===== src/rtl/core/cspr_pkg.sv =====
// cspr_pkg: shared types, status codes, register indexes and reset values
// for the checksummed packet receiver core
// no dependencies
`timescale 1ns / 1ps

package cspr_pkg;

   // field widths
   localparam int unsigned ByteW   = 8;
   localparam int unsigned StatusW = 3;
   localparam int unsigned CsrIdxW = 2;

   // frame status codes reported on the result channel
   typedef enum logic [StatusW-1:0] {
      ST_BUSY     = 3'd0,
      ST_ACCEPTED = 3'd1,
      ST_BADSUM   = 3'd2,
      ST_BADHEAD  = 3'd3,
      ST_TOOBIG   = 3'd4,
      ST_EMPTY    = 3'd5
   } status_type;

   // configuration register indexes
   localparam logic [CsrIdxW-1:0] CSR_HEADER_FIRST  = 2'd0;
   localparam logic [CsrIdxW-1:0] CSR_HEADER_SECOND = 2'd1;
   localparam logic [CsrIdxW-1:0] CSR_MAX_PAYLOAD   = 2'd2;

   // configuration reset values
   localparam logic [ByteW-1:0] HEADER_FIRST_RST  = 8'd80;
   localparam logic [ByteW-1:0] HEADER_SECOND_RST = 8'd77;
   localparam logic [ByteW-1:0] MAX_PAYLOAD_RST   = 8'd251;

   // configuration seen by the parser
   typedef struct packed {
      logic [ByteW-1:0] header_first;
      logic [ByteW-1:0] header_second;
      logic [ByteW-1:0] max_payload;
   } cfg_type;

   // one result item
   typedef struct packed {
      logic [ByteW-1:0] out_byte;
      logic             is_payload;
      logic             frame_end;
      status_type       status;
      logic [ByteW-1:0] component;
   } result_type;

endpackage


===== src/rtl/core/cspr_parser.sv =====
// cspr_parser: frame parse state machine with running checksum and the
// registered result item; depends on cspr_pkg
`timescale 1ns / 1ps

module cspr_parser (
   input  logic                        clock,
   input  logic                        reset,
   input  logic                        step,
   input  logic [cspr_pkg::ByteW-1:0]  rx_byte,
   input  cspr_pkg::cfg_type           cfg,
   output cspr_pkg::result_type        result
);

   typedef enum logic [2:0] {
      PH_HUNT   = 3'd0,
      PH_SECOND = 3'd1,
      PH_SIZE   = 3'd2,
      PH_CHECK  = 3'd3,
      PH_FIRST  = 3'd4,
      PH_REST   = 3'd5
   } phase_type;

   phase_type                   phase_ff, phase_in;
   logic [cspr_pkg::ByteW-1:0]  left_ff, left_in;
   logic [cspr_pkg::ByteW-1:0]  sum_ff, sum_in;
   logic [cspr_pkg::ByteW-1:0]  check_ff, check_in;
   logic [cspr_pkg::ByteW-1:0]  first_ff, first_in;
   cspr_pkg::result_type        result_ff, result_in;

   logic [cspr_pkg::ByteW-1:0]  sum_add;
   logic [cspr_pkg::ByteW-1:0]  left_dec;

   assign sum_add  = sum_ff + rx_byte;
   assign left_dec = left_ff - 8'd1;

   // next state and result for the byte in the input register
   always_comb begin
      phase_in  = phase_ff;
      left_in   = left_ff;
      sum_in    = sum_ff;
      check_in  = check_ff;
      first_in  = first_ff;
      result_in = '{out_byte: '0, is_payload: 1'b0, frame_end: 1'b0,
                    status: cspr_pkg::ST_BUSY, component: '0};
      unique case (phase_ff)
         PH_SECOND: begin
            if (rx_byte == cfg.header_second) begin
               sum_in   = sum_add;
               phase_in = PH_SIZE;
            end else begin
               result_in.frame_end = 1'b1;
               result_in.status    = cspr_pkg::ST_BADHEAD;
               // a stray first header byte restarts the frame at once
               if (rx_byte == cfg.header_first) begin
                  sum_in   = rx_byte;
                  phase_in = PH_SECOND;
               end else begin
                  phase_in = PH_HUNT;
               end
            end
         end
         PH_SIZE: begin
            if (rx_byte > cfg.max_payload) begin
               result_in.frame_end = 1'b1;
               result_in.status    = cspr_pkg::ST_TOOBIG;
               phase_in            = PH_HUNT;
            end else begin
               left_in  = rx_byte;
               sum_in   = sum_add;
               phase_in = PH_CHECK;
            end
         end
         PH_CHECK: begin
            check_in = rx_byte;
            if (left_ff == '0) begin
               result_in.frame_end = 1'b1;
               result_in.status    = (sum_ff == rx_byte) ? cspr_pkg::ST_EMPTY
                                                         : cspr_pkg::ST_BADSUM;
               phase_in            = PH_HUNT;
            end else begin
               phase_in = PH_FIRST;
            end
         end
         PH_FIRST, PH_REST: begin
            if (phase_ff == PH_FIRST) begin
               first_in = rx_byte;
            end
            result_in.out_byte   = rx_byte;
            result_in.is_payload = 1'b1;
            sum_in               = sum_add;
            left_in              = left_dec;
            if (left_dec == '0) begin
               result_in.frame_end = 1'b1;
               phase_in            = PH_HUNT;
               if (sum_add == check_ff) begin
                  result_in.status    = cspr_pkg::ST_ACCEPTED;
                  result_in.component = (phase_ff == PH_FIRST) ? rx_byte : first_ff;
               end else begin
                  result_in.status = cspr_pkg::ST_BADSUM;
               end
            end else begin
               phase_in = PH_REST;
            end
         end
         default: begin
            // hunting, and any unused phase code
            if (rx_byte == cfg.header_first) begin
               sum_in   = rx_byte;
               phase_in = PH_SECOND;
            end else begin
               phase_in = PH_HUNT;
            end
         end
      endcase
   end

   // state and result register, advanced once per transfer
   always_ff @(posedge clock) begin
      if (reset) begin
         phase_ff  <= PH_HUNT;
         left_ff   <= '0;
         sum_ff    <= '0;
         check_ff  <= '0;
         first_ff  <= '0;
         result_ff <= '{out_byte: '0, is_payload: 1'b0, frame_end: 1'b0,
                        status: cspr_pkg::ST_BUSY, component: '0};
      end else if (step) begin
         phase_ff  <= phase_in;
         left_ff   <= left_in;
         sum_ff    <= sum_in;
         check_ff  <= check_in;
         first_ff  <= first_in;
         result_ff <= result_in;
      end
   end

   assign result = result_ff;

   // status is only reported on the byte that ends a frame
   assert property (@(posedge clock) disable iff (reset)
      !result_ff.frame_end |-> result_ff.status == cspr_pkg::ST_BUSY)
      else $error("status reported without frame end");

   // component only accompanies an accepted frame
   assert property (@(posedge clock) disable iff (reset)
      result_ff.status != cspr_pkg::ST_ACCEPTED |-> result_ff.component == '0)
      else $error("component given without accepted status");

   // a checksum byte of an empty frame always ends the frame
   assert property (@(posedge clock) disable iff (reset)
      step && phase_ff == PH_CHECK && left_ff == '0 |=>
         result_ff.frame_end && phase_ff == PH_HUNT)
      else $error("empty frame not closed on checksum byte");

   // after a payload byte that ends the frame the parser hunts again
   assert property (@(posedge clock) disable iff (reset)
      step && result_in.is_payload && result_in.frame_end |=> phase_ff == PH_HUNT)
      else $error("parser did not return to hunting after frame end");

endmodule


===== src/rtl/core/checksummed_packet_receiver_core.sv =====
// The result of a request transfer passes through the input register, then the
// parser's result register, before it reaches the result channel. Throughput:
// one byte per cycle while the result channel is not stalled; the parser updates
// its phase and running checksum once per byte.
// Reset: synchronous, active high; parser hunts for the first header byte,
// both channels empty, configuration back to 'P', 'M' and a limit of 251.
`timescale 1ns / 1ps

module checksummed_packet_receiver_core (
   input  logic                          clock,
   input  logic                          reset,
   // request channel
   input  logic                          req_valid,
   output logic                          req_ready,
   input  logic [cspr_pkg::ByteW-1:0]    req_rx_byte,
   // result channel
   output logic                          rsp_valid,
   input  logic                          rsp_ready,
   output logic [cspr_pkg::ByteW-1:0]    rsp_out_byte,
   output logic                          rsp_is_payload,
   output logic                          rsp_frame_end,
   output logic [cspr_pkg::StatusW-1:0]  rsp_status,
   output logic [cspr_pkg::ByteW-1:0]    rsp_component,
   // configuration write port
   input  logic                          csr_we,
   input  logic [cspr_pkg::CsrIdxW-1:0]  csr_index,
   input  logic [cspr_pkg::ByteW-1:0]    csr_wdata
);

   cspr_pkg::cfg_type           cfg_ff, cfg_in;
   logic                        in_valid_ff, in_valid_in;
   logic [cspr_pkg::ByteW-1:0]  in_byte_ff, in_byte_in;
   logic                        rsp_valid_ff, rsp_valid_in;
   logic                        advance;
   logic                        step;
   logic                        req_xfer;
   cspr_pkg::result_type        result;

   // handshake: the result register frees up when empty or taken
   assign advance   = !rsp_valid_ff || rsp_ready;
   assign step      = in_valid_ff && advance;
   assign req_ready = !in_valid_ff || advance;
   assign req_xfer  = req_valid && req_ready;

   always_comb begin
      in_byte_in   = req_xfer ? req_rx_byte : in_byte_ff;
      in_valid_in  = req_xfer ? 1'b1 : (advance ? 1'b0 : in_valid_ff);
      rsp_valid_in = advance ? in_valid_ff : rsp_valid_ff;
   end

   // configuration register writes
   always_comb begin
      cfg_in = cfg_ff;
      if (csr_we) begin
         unique case (csr_index)
            cspr_pkg::CSR_HEADER_FIRST:  cfg_in.header_first  = csr_wdata;
            cspr_pkg::CSR_HEADER_SECOND: cfg_in.header_second = csr_wdata;
            cspr_pkg::CSR_MAX_PAYLOAD:   cfg_in.max_payload   = csr_wdata;
            default:                     cfg_in = cfg_ff;
         endcase
      end
   end

   always_ff @(posedge clock) begin
      if (reset) begin
         in_valid_ff  <= 1'b0;
         rsp_valid_ff <= 1'b0;
         cfg_ff       <= '{header_first:  cspr_pkg::HEADER_FIRST_RST,
                           header_second: cspr_pkg::HEADER_SECOND_RST,
                           max_payload:   cspr_pkg::MAX_PAYLOAD_RST};
      end else begin
         in_valid_ff  <= in_valid_in;
         rsp_valid_ff <= rsp_valid_in;
         cfg_ff       <= cfg_in;
      end
   end

   // input byte register, no reset needed
   always_ff @(posedge clock) begin
      in_byte_ff <= in_byte_in;
   end

   cspr_parser u_parser (
      .clock   (clock),
      .reset   (reset),
      .step    (step),
      .rx_byte (in_byte_ff),
      .cfg     (cfg_ff),
      .result  (result)
   );

   assign rsp_valid      = rsp_valid_ff;
   assign rsp_out_byte   = result.out_byte;
   assign rsp_is_payload = result.is_payload;
   assign rsp_frame_end  = result.frame_end;
   assign rsp_status     = result.status;
   assign rsp_component  = result.component;

   // a held input byte with a stalled result must block new transfers
   assert property (@(posedge clock) disable iff (reset)
      in_valid_ff && rsp_valid_ff && !rsp_ready |-> !req_ready)
      else $error("request accepted while pipeline is full");

   // a parser step always fills the result register
   assert property (@(posedge clock) disable iff (reset)
      step |=> rsp_valid_ff)
      else $error("parser step lost its result");

   // an untaken result stays pending
   assert property (@(posedge clock) disable iff (reset)
      rsp_valid_ff && !rsp_ready |=> rsp_valid_ff && $stable(result))
      else $error("pending result dropped or changed");

endmodule


===== config.mk =====
export PLATFORM = sky130hd
export DESIGN_NAME = checksummed_packet_receiver_core
export DESIGN_NICKNAME = d
export VERILOG_FILES = /design/src/rtl/core/cspr_pkg.sv /design/src/rtl/core/cspr_parser.sv /design/src/rtl/core/checksummed_packet_receiver_core.sv
export SDC_FILE = /design/constraint.sdc
export NUM_CORES = 1
export LEC_CHECK = 0
export BUFFER_PORTS_ARGS = -buffer_cell sky130_fd_sc_hd__buf_2
export CORE_MARGIN = 2
export CORE_UTILIZATION = 40
export CTS_CLUSTER_SIZE = 8
export DETAILED_ROUTE_END_ITERATION = 10
export GPL_TIMING_DRIVEN = 0
export PLACE_DENSITY_LB_ADDON = 0.08
export SKIP_LAST_GASP = 1
export SLEW_MARGIN = 0
export SYNTH_ARGS = -nofsm -noshare
export SYNTH_HDL_FRONTEND = slang
export SYNTH_SLANG_ARGS = --single-unit
export TNS_END_PERCENT = 1

===== constraint.sdc =====
create_clock -name clock -period 2.6 [get_ports clock]
set_clock_uncertainty 0.2 [all_clocks]
set_input_delay 0.52 -clock clock [delete_from_list [all_inputs] [get_ports clock]]
set_output_delay 0.52 -clock clock [all_outputs]
set_load 0.01 [all_outputs]

== Word level (Yosys, flattened, before mapping) ==
Index checks and enable logic that the tools add are counted.
Storage, ports and cells
  flip-flop bits (word level): 90
  input bits: 23
  output and inout port bits: 23
  logic and storage cells: 76
Cells by class
  $add $sub $neg: 2
  order comparisons: 1
  eq/ne operators: 12
  mux-type cells: 25
  bitwise logic cells: 1
  reductions and logical operators: 19
Operator list (number)
  2-to-1 mux 8 bit: 7
  equality test 8 bit: 4
  case mux 8 bit (4 select lines): 1
  logical NOT 8 bit: 2
  case mux 4 bit (4 select lines): 1
  case mux 8 bit (2 select lines): 1
  2-to-1 mux 12 bit: 1
  2-to-1 mux 3 bit: 4
  2-to-1 mux 4 bit: 3
  case mux 3 bit (4 select lines): 1
  AND reduction 2 bit: 5
  2-to-1 mux 9 bit: 1
  adder 8 bit: 1
  greater-than comparator 8 bit: 1
  subtractor 8 x 1 -> 8 bit, second input constant: 1
  equality test 3 x 2 -> 1 bit, second input constant: 2
  equality test 3 bit, second input constant: 2
  AND reduction 3 bit: 2
  2-to-1 mux 2 bit: 2
  nonzero test 2 bit: 2
  equality test 3 x 1 -> 1 bit, second input constant: 1
  2-to-1 mux 1 bit: 3
  equality test 2 x 1 -> 1 bit, second input constant: 1
  equality test 2 bit, second input constant: 1
  7 further kinds: 10

== Depth between registers and ports, before layout ==
Gate-level depths: netlist (run 1).
  word-level depth: 5
  depth in mapped cells: 9
  mapped depth without buffers: 8

== Hierarchy ==
From an unflattened synthesis (run 1), not the netlist that was laid out.
Unflattened totals
  cells, all modules: 569
  area, all modules: 4931.0 um^2
By module, submodules not included
  cspr_parser: times used 1, cells an instance 453, area an instance 3622.2 um^2, sequential area each 1121.1 um^2
  checksummed_packet_receiver_core: times used 1, cells an instance 116, area an instance 1308.8 um^2, sequential area each 760.7 um^2

== Least setup slack after synthesis (run 1) ==
OpenSTA, ideal clock, no wires.
  path type: flip-flop to flip-flop
  start: register in_byte_ff[0] (netlist bit)
  end: register u_parser.result_ff, in the netlist u_parser.result[8]
  setup time: 0.086 ns
  data arrival time: 2.376 ns
  data required time: 2.314 ns
  path slack: -0.062 ns
  stages on the path, launching flop included: 9
  path buffers: 0
  clock period less this slack: 2.662 ns
  path through: edfxtp_1 > ha_1 > fa_1 > a21o_1 > a221oi_2 > xnor3_1 > nor4_4 > nand3_1 > a221oi_2
On the way
  word-level cells in the longest chain between the ends: 5
  elaborated cells between the ends (all ways): 10
  classes of those cells: 1 x add/sub; 3 x eq/ne; 6 x mux
RTL lines
  start: declaration: RTL line checksummed_packet_receiver_core.sv:32  | logic [cspr_pkg::ByteW-1:0] in_byte_ff, in_byte_in;
  start signal: assignment: RTL line checksummed_packet_receiver_core.sv:80  | in_byte_ff <= in_byte_in;
  adder 8 bit: RTL line cspr_parser.sv:33  | assign sum_add = sum_ff + rx_byte;
  equality test 8 bit: RTL line cspr_parser.sv:95  | if (sum_add == check_ff) begin
  2-to-1 mux 2 bit: RTL line cspr_parser.sv:95
  2-to-1 mux 12 bit: RTL line cspr_parser.sv:92  | if (left_dec == '0) begin
  case mux 4 bit (4 select lines) *: RTL line cspr_parser.sv:45  | unique case (phase_ff)
  end signal: assignment: RTL line cspr_parser.sv:125  | result_ff <= '{out_byte: '0, is_payload: 1'b0, frame_end: 1'b0,
  end signal: assignment: RTL line cspr_parser.sv:133  | result_ff <= result_in;
  end: declaration: RTL line cspr_parser.sv:28  | cspr_pkg::result_type result_ff, result_in;
Mark *: on every way between the ends. The rest lies on a longest branch, timed or not.
A chain may end at the register's enable or synchronous reset.

== Final worst setup path (run 1) ==
  start: register in_byte_ff[0] (netlist bit)
  end: register u_parser.result_ff, in the netlist u_parser.result[4]
On the way
  word-level cells in the longest chain between the ends: 5
RTL lines (RTL line)
  adder 8 bit: cspr_parser.sv:33
  equality test 8 bit: cspr_parser.sv:95
  2-to-1 mux 8 bit: cspr_parser.sv:95
  2-to-1 mux 12 bit: cspr_parser.sv:92
  2-to-1 mux 8 bit: cspr_parser.sv:45
No other way between the ends.

==> flow_summary.json, run 1 <==
{
  "synthCells": 535,
  "crit_arrival_ns": 2.87,
  "antenna_found_initial": 0,
  "crit_family": "compound AO/OA/AOI/OAI gates",
  "hold_viol_final": 0,
  "grt_overflow": 0,
  "period_needed_ns": 2.788,
  "async_flop_share_pct": 0,
  "p_per_area_mw_per_mm2": 563.0,
  "final_cell_count_no_fill": 743,
  "startpoint": "in_byte_ff[0]",
  "clockBufferDepth": 2,
  "fmax_mhz": 358.7,
  "power_leakage_nw": 2.127,
  "power.total_mw": 3.113,
  "multiInputGateArea_mm2": 0.002671,
  "fin_ws_ns": -0.1879,
  "path_depth": 9,
  "path_buf_inv": 1,
  "synthFlopType": "dfxtp_1",
  "route.detailed.drc": 0,
  "r2r_cells": 9,
  "holdBufCountCts": 0,
  "routabilityCongestion": 0.9104,
  "dieArea_mm2": 0.01268,
  "path_class": "reg -> reg",
  "regToRegEndpoint": "u_parser.result[4]",
  "endpoint_kind": "register",
  "drt_iter0_drc": 299,
  "synth_edf_count": 8,
  "slowest_delay_ns": 0.47,
  "initial_core_util_pct": 41.13,
  "rows": 39,
  "final_antenna_net_count": 0,
  "clk_pin_slew_ns": 0.07,
  "violations": "negative setup slack",
  "grt_max_degree": 17,
  "nets": 636,
  "syn_nets": 576,
  "synth_cell_types": 66,
  "die_x_um": 112.6,
  "status": "finished with violations",
  "synthToLayoutAreaGrowth_pct": 17.24,
  "core_mm2": 0.01147,
  "synth.avg_cell_area_um2": 8.817,
  "yosys_warnings": 0,
  "avgRoutedWirePerCell_um": 17.61,
  "placed_cell_area_mm2": 0.005126,
  "tightest_slew_ns": 0.9038,
  "path_cells": "ha_4 -> fa_2 -> a21o_1 -> a221oi_2 -> xnor3_1 -> nor4_4 -> buf_4 -> nand4_4 -> o21ai_1",
  "synth.ff_latch_count": 90,
  "boundaryPins": 46,
  "vias_per_cell": 5.540,
  "cp-start-kind": "register",
  "reg2reg_slack_ns": -0.19,
  "dp_cells": 723,
  "numCtsBuffers": 9,
  "insertion_delay_ns": 0.36,
  "first_pass_iters": 5,
  "drv_slew": 0,
  "hold_path.class": "in -> reg",
  "htreeDepth": 3,
  "drive_gt1_share_pct": 18.33,
  "n_antenna_cell": 0,
  "cts_tree": "yes",
  "grt_pass1_wl_um": 21090,
  "place_hpwl_um": 9338,
  "setup_viol_count_final": 23,
  "design_area_mm2": 0.005530,
  "cts_root_buf": "clkbuf_16",
  "rsz0062_at_grt": "yes",
  "seq_area_mm2": 0.001882,
  "cap_violations": 0,
  "synth_area_mm2": 0.004717,
  "groute.usage.overall_pct": 21.46,
  "vdd_drop_max_mv": 0.3341,
  "routed_wl_um": 13090,
  "maxSlewHeadroom_pct": 39.28,
  "nFillCells": 1157,
  "crit_path_end": "u_parser.result[4]",
  "yosysSeqAreaShare_pct": 39.89,
  "r2r_start": "in_byte_ff[0]",
  "post-route-period-util_pct": 107.2,
  "cp_slowest_cell": "edfxtp_1",
  "num_vias": 4116,
  "worstPathMaxFanout": 8,
  "die_y_um": 112.6,
  "port-buffer-count": 45,
  "critPathRequiredTime_ns": 2.69,
  "grt_pass1_vias": 3973,
  "dp_slack_ns": -0.7824,
  "clock_sinks": 90
}
## worst reg2reg max path: stages, from the launching register on
cell	delay (ns)
edfxtp_1	0.47
ha_4	0.21
fa_2	0.36
a21o_1	0.20
a221oi_2	0.28
xnor3_1	0.30
nor4_4	0.14
buf_4	0.18
nand4_4	0.19
o21ai_1	0.20
## per-layer routing
| layer | up-vias | wire length, um | global-route usage [%] | part of all wire [%] |
|---|---|---|---|---|
| met5 | - | 0 | 0 | 0 |
| met4 | 0 | 268 | 8.699 | 2.0 |
| met3 | 20 | 775 | 3.834 | 5.9 |
| met2 | 130 | 5855 | 32.73 | 45 |
| met1 | 1934 | 6189 | 30.09 | 47 |
| li1 | 2032 | - | - | - |
## worst min-delay path by stage
stage                              start                    to  slack, ns  depth (start not counted)
finish                    req_rx_byte[5]         in_byte_ff[5]       0.13                          1
global placement      u_parser.result[3]    u_parser.result[3]       0.23                          2
global route              req_rx_byte[5]         in_byte_ff[5]       0.12                          1
floorplan           u_parser.first_ff[0]  u_parser.first_ff[0]       0.24                          2
detailed placement    u_parser.result[2]    u_parser.result[2]       0.24                          2
CTS                       req_rx_byte[5]         in_byte_ff[5]       0.12                          1
## Yosys cell counts (2+ instances only)
| master | instances | area share, % |
|---|---|---|
| xor2_1 | 4 | 0.74 |
| dfxtp_1 | 82 | 35 |
| and2_1 | 3 | 0.40 |
| clkbuf_1 | 16 | 1.3 |
| o31ai_1 | 4 | 0.64 |
| nor4_1 | 3 | 0.40 |
| nor2_1 | 32 | 2.5 |
| inv_1 | 13 | 1.0 |
| nor3_2 | 2 | 0.42 |
| mux2i_1 | 24 | 5.1 |
| nand2_1 | 80 | 6.4 |
| a221oi_2 | 2 | 0.64 |
| nand2b_1 | 2 | 0.27 |
| o311ai_0 | 2 | 0.37 |
| clkbuf_8 | 4 | 1.2 |
| xnor2_1 | 27 | 5.0 |
| o21ai_1 | 9 | 0.95 |
| a22o_1 | 9 | 1.7 |
| a21oi_1 | 49 | 5.2 |
| or2_2 | 2 | 0.27 |
| buf_1 | 2 | 0.16 |
| or3_1 | 2 | 0.27 |
| o21a_1 | 2 | 0.32 |
| o211ai_1 | 20 | 3.2 |
| edfxtp_1 | 8 | 5.1 |
| and3_1 | 3 | 0.40 |
| ha_1 | 17 | 4.5 |
| o21ai_0 | 16 | 1.7 |
| a22oi_1 | 3 | 0.48 |
| o2111ai_1 | 2 | 0.37 |
| clkinv_1 | 2 | 0.16 |
| nor3b_1 | 2 | 0.32 |
| nand3_1 | 24 | 2.5 |
| a21o_1 | 4 | 0.64 |
| buf_2 | 7 | 0.74 |
| nor3_1 | 10 | 1.1 |
| nand4_1 | 8 | 1.1 |
| a31oi_1 | 4 | 0.53 |
| nor2b_1 | 3 | 0.40 |
## where the power goes
group	internal [mW]	total (mW)	switching (mW)
registers	1.43	1.45	0.0198
clock network	0.754	1.35	0.601
logic	0.118	0.313	0.195
total	2.30	3.11	0.816
## sequential cells by signal, summed over array words and instances (netlist names)
name	flops
rsp_valid	1
u_parser.check_ff	8
u_parser.first_ff	8
u_parser.sum_ff	8
u_parser.phase_ff	3
u_parser.result	21
cfg_ff	24
in_valid_ff	1
in_byte_ff	8
u_parser.left_ff	8
## area by class of cell
type / instances / area share (%)
Buffer: 31 / 3.235
Clock buffer: 9 / 4.072
Clock inverter: 7 / 1.425
Inverter: 16 / 1.086
Multi-Input combinational cell: 398 / 48.30
Sequential cell: 90 / 34.03
Tap cell: 143 / 3.235
Timing Repair Buffer: 49 / 4.615
## kinds of logic (layout without fill, tap and decap cells)
| kind of cell | count (synthesis) | after routing | share of synthesized area (%) |
|---|---|---|---|
| adders and majority gates | 18 | 18 | 4.934 |
| muxes | 25 | 25 | 5.332 |
| and+or+nand+nor | 184 | 184 | 18.57 |
| buffers and inverters | 47 | 112 | 4.960 |
| AOI/OAI and AO/OA | 137 | 137 | 18.99 |
| DFF | 90 | 90 | 39.89 |
| xor gates and xnor gates | 34 | 34 | 7.321 |
## cells in the final DEF, fill, tap and decap left out, types with 5 or more instances in the layout
cell       instances
o21ai_1            5
nand2_1           80
mux2i_1           24
dfxtp_1           82
nor2_1            30
buf_2             53
nand3_1           24
nand4_1            8
clkbuf_1          12
clkbuf_16          9
a22o_1             9
inv_1             13
o211ai_1          20
xnor2_1           27
o21ai_0           16
ha_1              16
edfxtp_1           8
a21oi_1           49
nor3_1             9
## stage by stage
step           TNS, ns  util [%]  hold slack [ns]
4_1_cts         -3.524     47.79           0.1232
3_5_place_dp    -12.42     44.70           0.2397
5_1_grt         -5.760     48.23           0.1230
2_1_floorplan  -0.2333         -           0.2357
6_report        -2.688     48.23           0.1325
3_3_place_gp    -12.69     44.70           0.2323
## repair_timing
action                                  CTS  global route
gates resized for setup                   8            12
gates cloned                              0             0
buffers inserted                          1             3
endpoints found under the setup margin   29            29
pin swaps                                 3             7
Note: power is estimated with default switching activity, not from simulation.
==> inputs of run 2 (changes only) <==
HOLD_SLACK_MARGIN = 0.15   (was default)
==> flow_summary.json, run 2 (synthesized netlist as in run 1, its figures left out) <==
{
  "antenna_found_initial": 0,
  "p_per_area_mw_per_mm2": 557.2,
  "rsz0062_at_grt": "yes",
  "core_mm2": 0.01147,
  "synthToLayoutAreaGrowth_pct": 18.94,
  "grt_max_degree": 17,
  "final_common_cell": "dfxtp_1",
  "clk_pin_slew_ns": 0.07,
  "route.detailed.drc": 0,
  "violations": "negative setup slack",
  "multiInputGateArea_mm2": 0.002671,
  "cp-start-kind": "register",
  "power.total_mw": 3.126,
  "place_hpwl_um": 9338,
  "cap_violations": 0,
  "slowest_delay_ns": 0.47,
  "routabilityCongestion": 0.9104,
  "htreeDepth": 3,
  "routed_wl_um": 13110,
  "hold_viol_final": 0,
  "maxSlewHeadroom_pct": 39.21,
  "die_x_um": 112.6,
  "largest_reg_flops": 24,
  "fin_ws_ns": -0.1926,
  "cp_slowest_cell": "edfxtp_1",
  "setup_viol_count_final": 22,
  "cts_root_buf": "clkbuf_16",
  "tightest_slew_ns": 0.9049,
  "nFillCells": 1149,
  "regToRegEndpoint": "u_parser.result[4]",
  "crit_path_end": "u_parser.result[4]",
  "reg2reg_slack_ns": -0.19,
  "drv_slew": 0,
  "worstPathMaxFanout": 8,
  "final_cell_mix": "dfxtp_1, nand2_1, buf_2, a21oi_1, nor2_1",
  "endpoint_kind": "register",
  "drive_gt1_share_pct": 18.09,
  "period_needed_ns": 2.793,
  "boundaryPins": 46,
  "rows": 39,
  "vdd_drop_max_mv": 0.3357,
  "drt_iter0_drc": 292,
  "clock_sinks": 90,
  "final_antenna_net_count": 0,
  "startpoint": "in_byte_ff[0]",
  "num_vias": 4129,
  "path_cells": "ha_4 -> fa_2 -> a21o_1 -> a221oi_2 -> xnor3_1 -> nor4_4 -> buf_4 -> nand4_4 -> o21ai_1",
  "r2r_start": "in_byte_ff[0]",
  "top_register": "cfg_ff",
  "die_y_um": 112.6,
  "dp_slack_ns": -0.7824,
  "avgRoutedWirePerCell_um": 17.46,
  "grt_pass1_wl_um": 21110,
  "seq_area_mm2": 0.001882,
  "grt_overflow": 0,
  "first_pass_iters": 5,
  "fmax_mhz": 358.1,
  "crit_arrival_ns": 2.88,
  "clockBufferDepth": 2,
  "port-buffer-count": 45,
  "critPathRequiredTime_ns": 2.69,
  "insertion_delay_ns": 0.36,
  "status": "finished with violations",
  "r2r_cells": 9,
  "vias_per_cell": 5.498,
  "dieArea_mm2": 0.01268,
  "nets": 644,
  "numCtsBuffers": 9,
  "n_antenna_cell": 0,
  "cts_tree": "yes",
  "hold_path.class": "in -> reg",
  "groute.usage.overall_pct": 21.50,
  "initial_core_util_pct": 41.13,
  "power_leakage_nw": 2.161,
  "final_cell_count_no_fill": 751,
  "path_class": "reg -> reg",
  "dp_cells": 723,
  "grt_pass1_vias": 3975,
  "post-route-period-util_pct": 107.4
}
run 2: how the worst min path moves through the flow:
stage,startpoint,to,slack (ns),depth (start not counted)
floorplan,u_parser.first_ff[0],u_parser.first_ff[0],0.24,2
global placement,u_parser.result[3],u_parser.result[3],0.23,2
detailed placement,u_parser.result[2],u_parser.result[2],0.24,2
CTS,req_valid,in_valid_ff,0.19,3
global route,req_valid,in_valid_ff,0.20,3
finish,req_valid,in_valid_ff,0.20,3
run 2: worst max-delay path: cells and delay by family (launching register included):
| family | cells | cell delay (ns) |
|---|---|---|
| buf+inv | 1 | 0.18 |
| xor+xnor | 1 | 0.30 |
| simple gates | 2 | 0.33 |
| fa+ha+maj | 2 | 0.57 |
| compound gates | 3 | 0.68 |
| flops | 1 | 0.47 |
run 2: cell type report:
cell class / count / area share [%]
Multi-Input combinational cell: 398 / 47.61
Sequential cell: 90 / 33.54
Timing Repair Buffer: 57 / 5.977
Clock buffer: 9 / 4.014
Buffer: 31 / 3.189
Tap cell: 143 / 3.189
Clock inverter: 7 / 1.405
Inverter: 16 / 1.070
run 2: what timing repair did:
action                     CTS  global route
setup endpoints to repair   29            29
hold buffers                 8             0
pin swaps                    3             7
buffers inserted             1             3
resized for setup            8            12
hold endpoints to repair     8             0
run 2: where the power goes:
part	internal (mW)	switching, mW	total [mW]
logic	0.126	0.197	0.323
clock network	0.754	0.604	1.36
registers	1.43	0.0198	1.45
run 2: per-stage QoR:
stage | cell area [um^2] | TNS, ns | utilization [%] | hold WS [ns]
after floorplan | 4722 | -0.2333 | - | 0.2357
after global placement | 5126 | -12.69 | 44.70 | 0.2323
after detailed placement | 5126 | -12.42 | 44.70 | 0.2397
after CTS | 5560 | -3.524 | 48.49 | 0.1934
after global routing | 5610 | -5.806 | 48.93 | 0.1991
final | 5610 | -2.694 | 48.93 | 0.1959
run 2: metal layers:
metal  vias up  global-route usage [%]  wire [um]
met1      1946                   30.13       6202
met3        14                   3.834        762
met5         -                       0          0
met2       123                   32.81       5906
li1       2046                       -          -
met4         0                   8.699        243
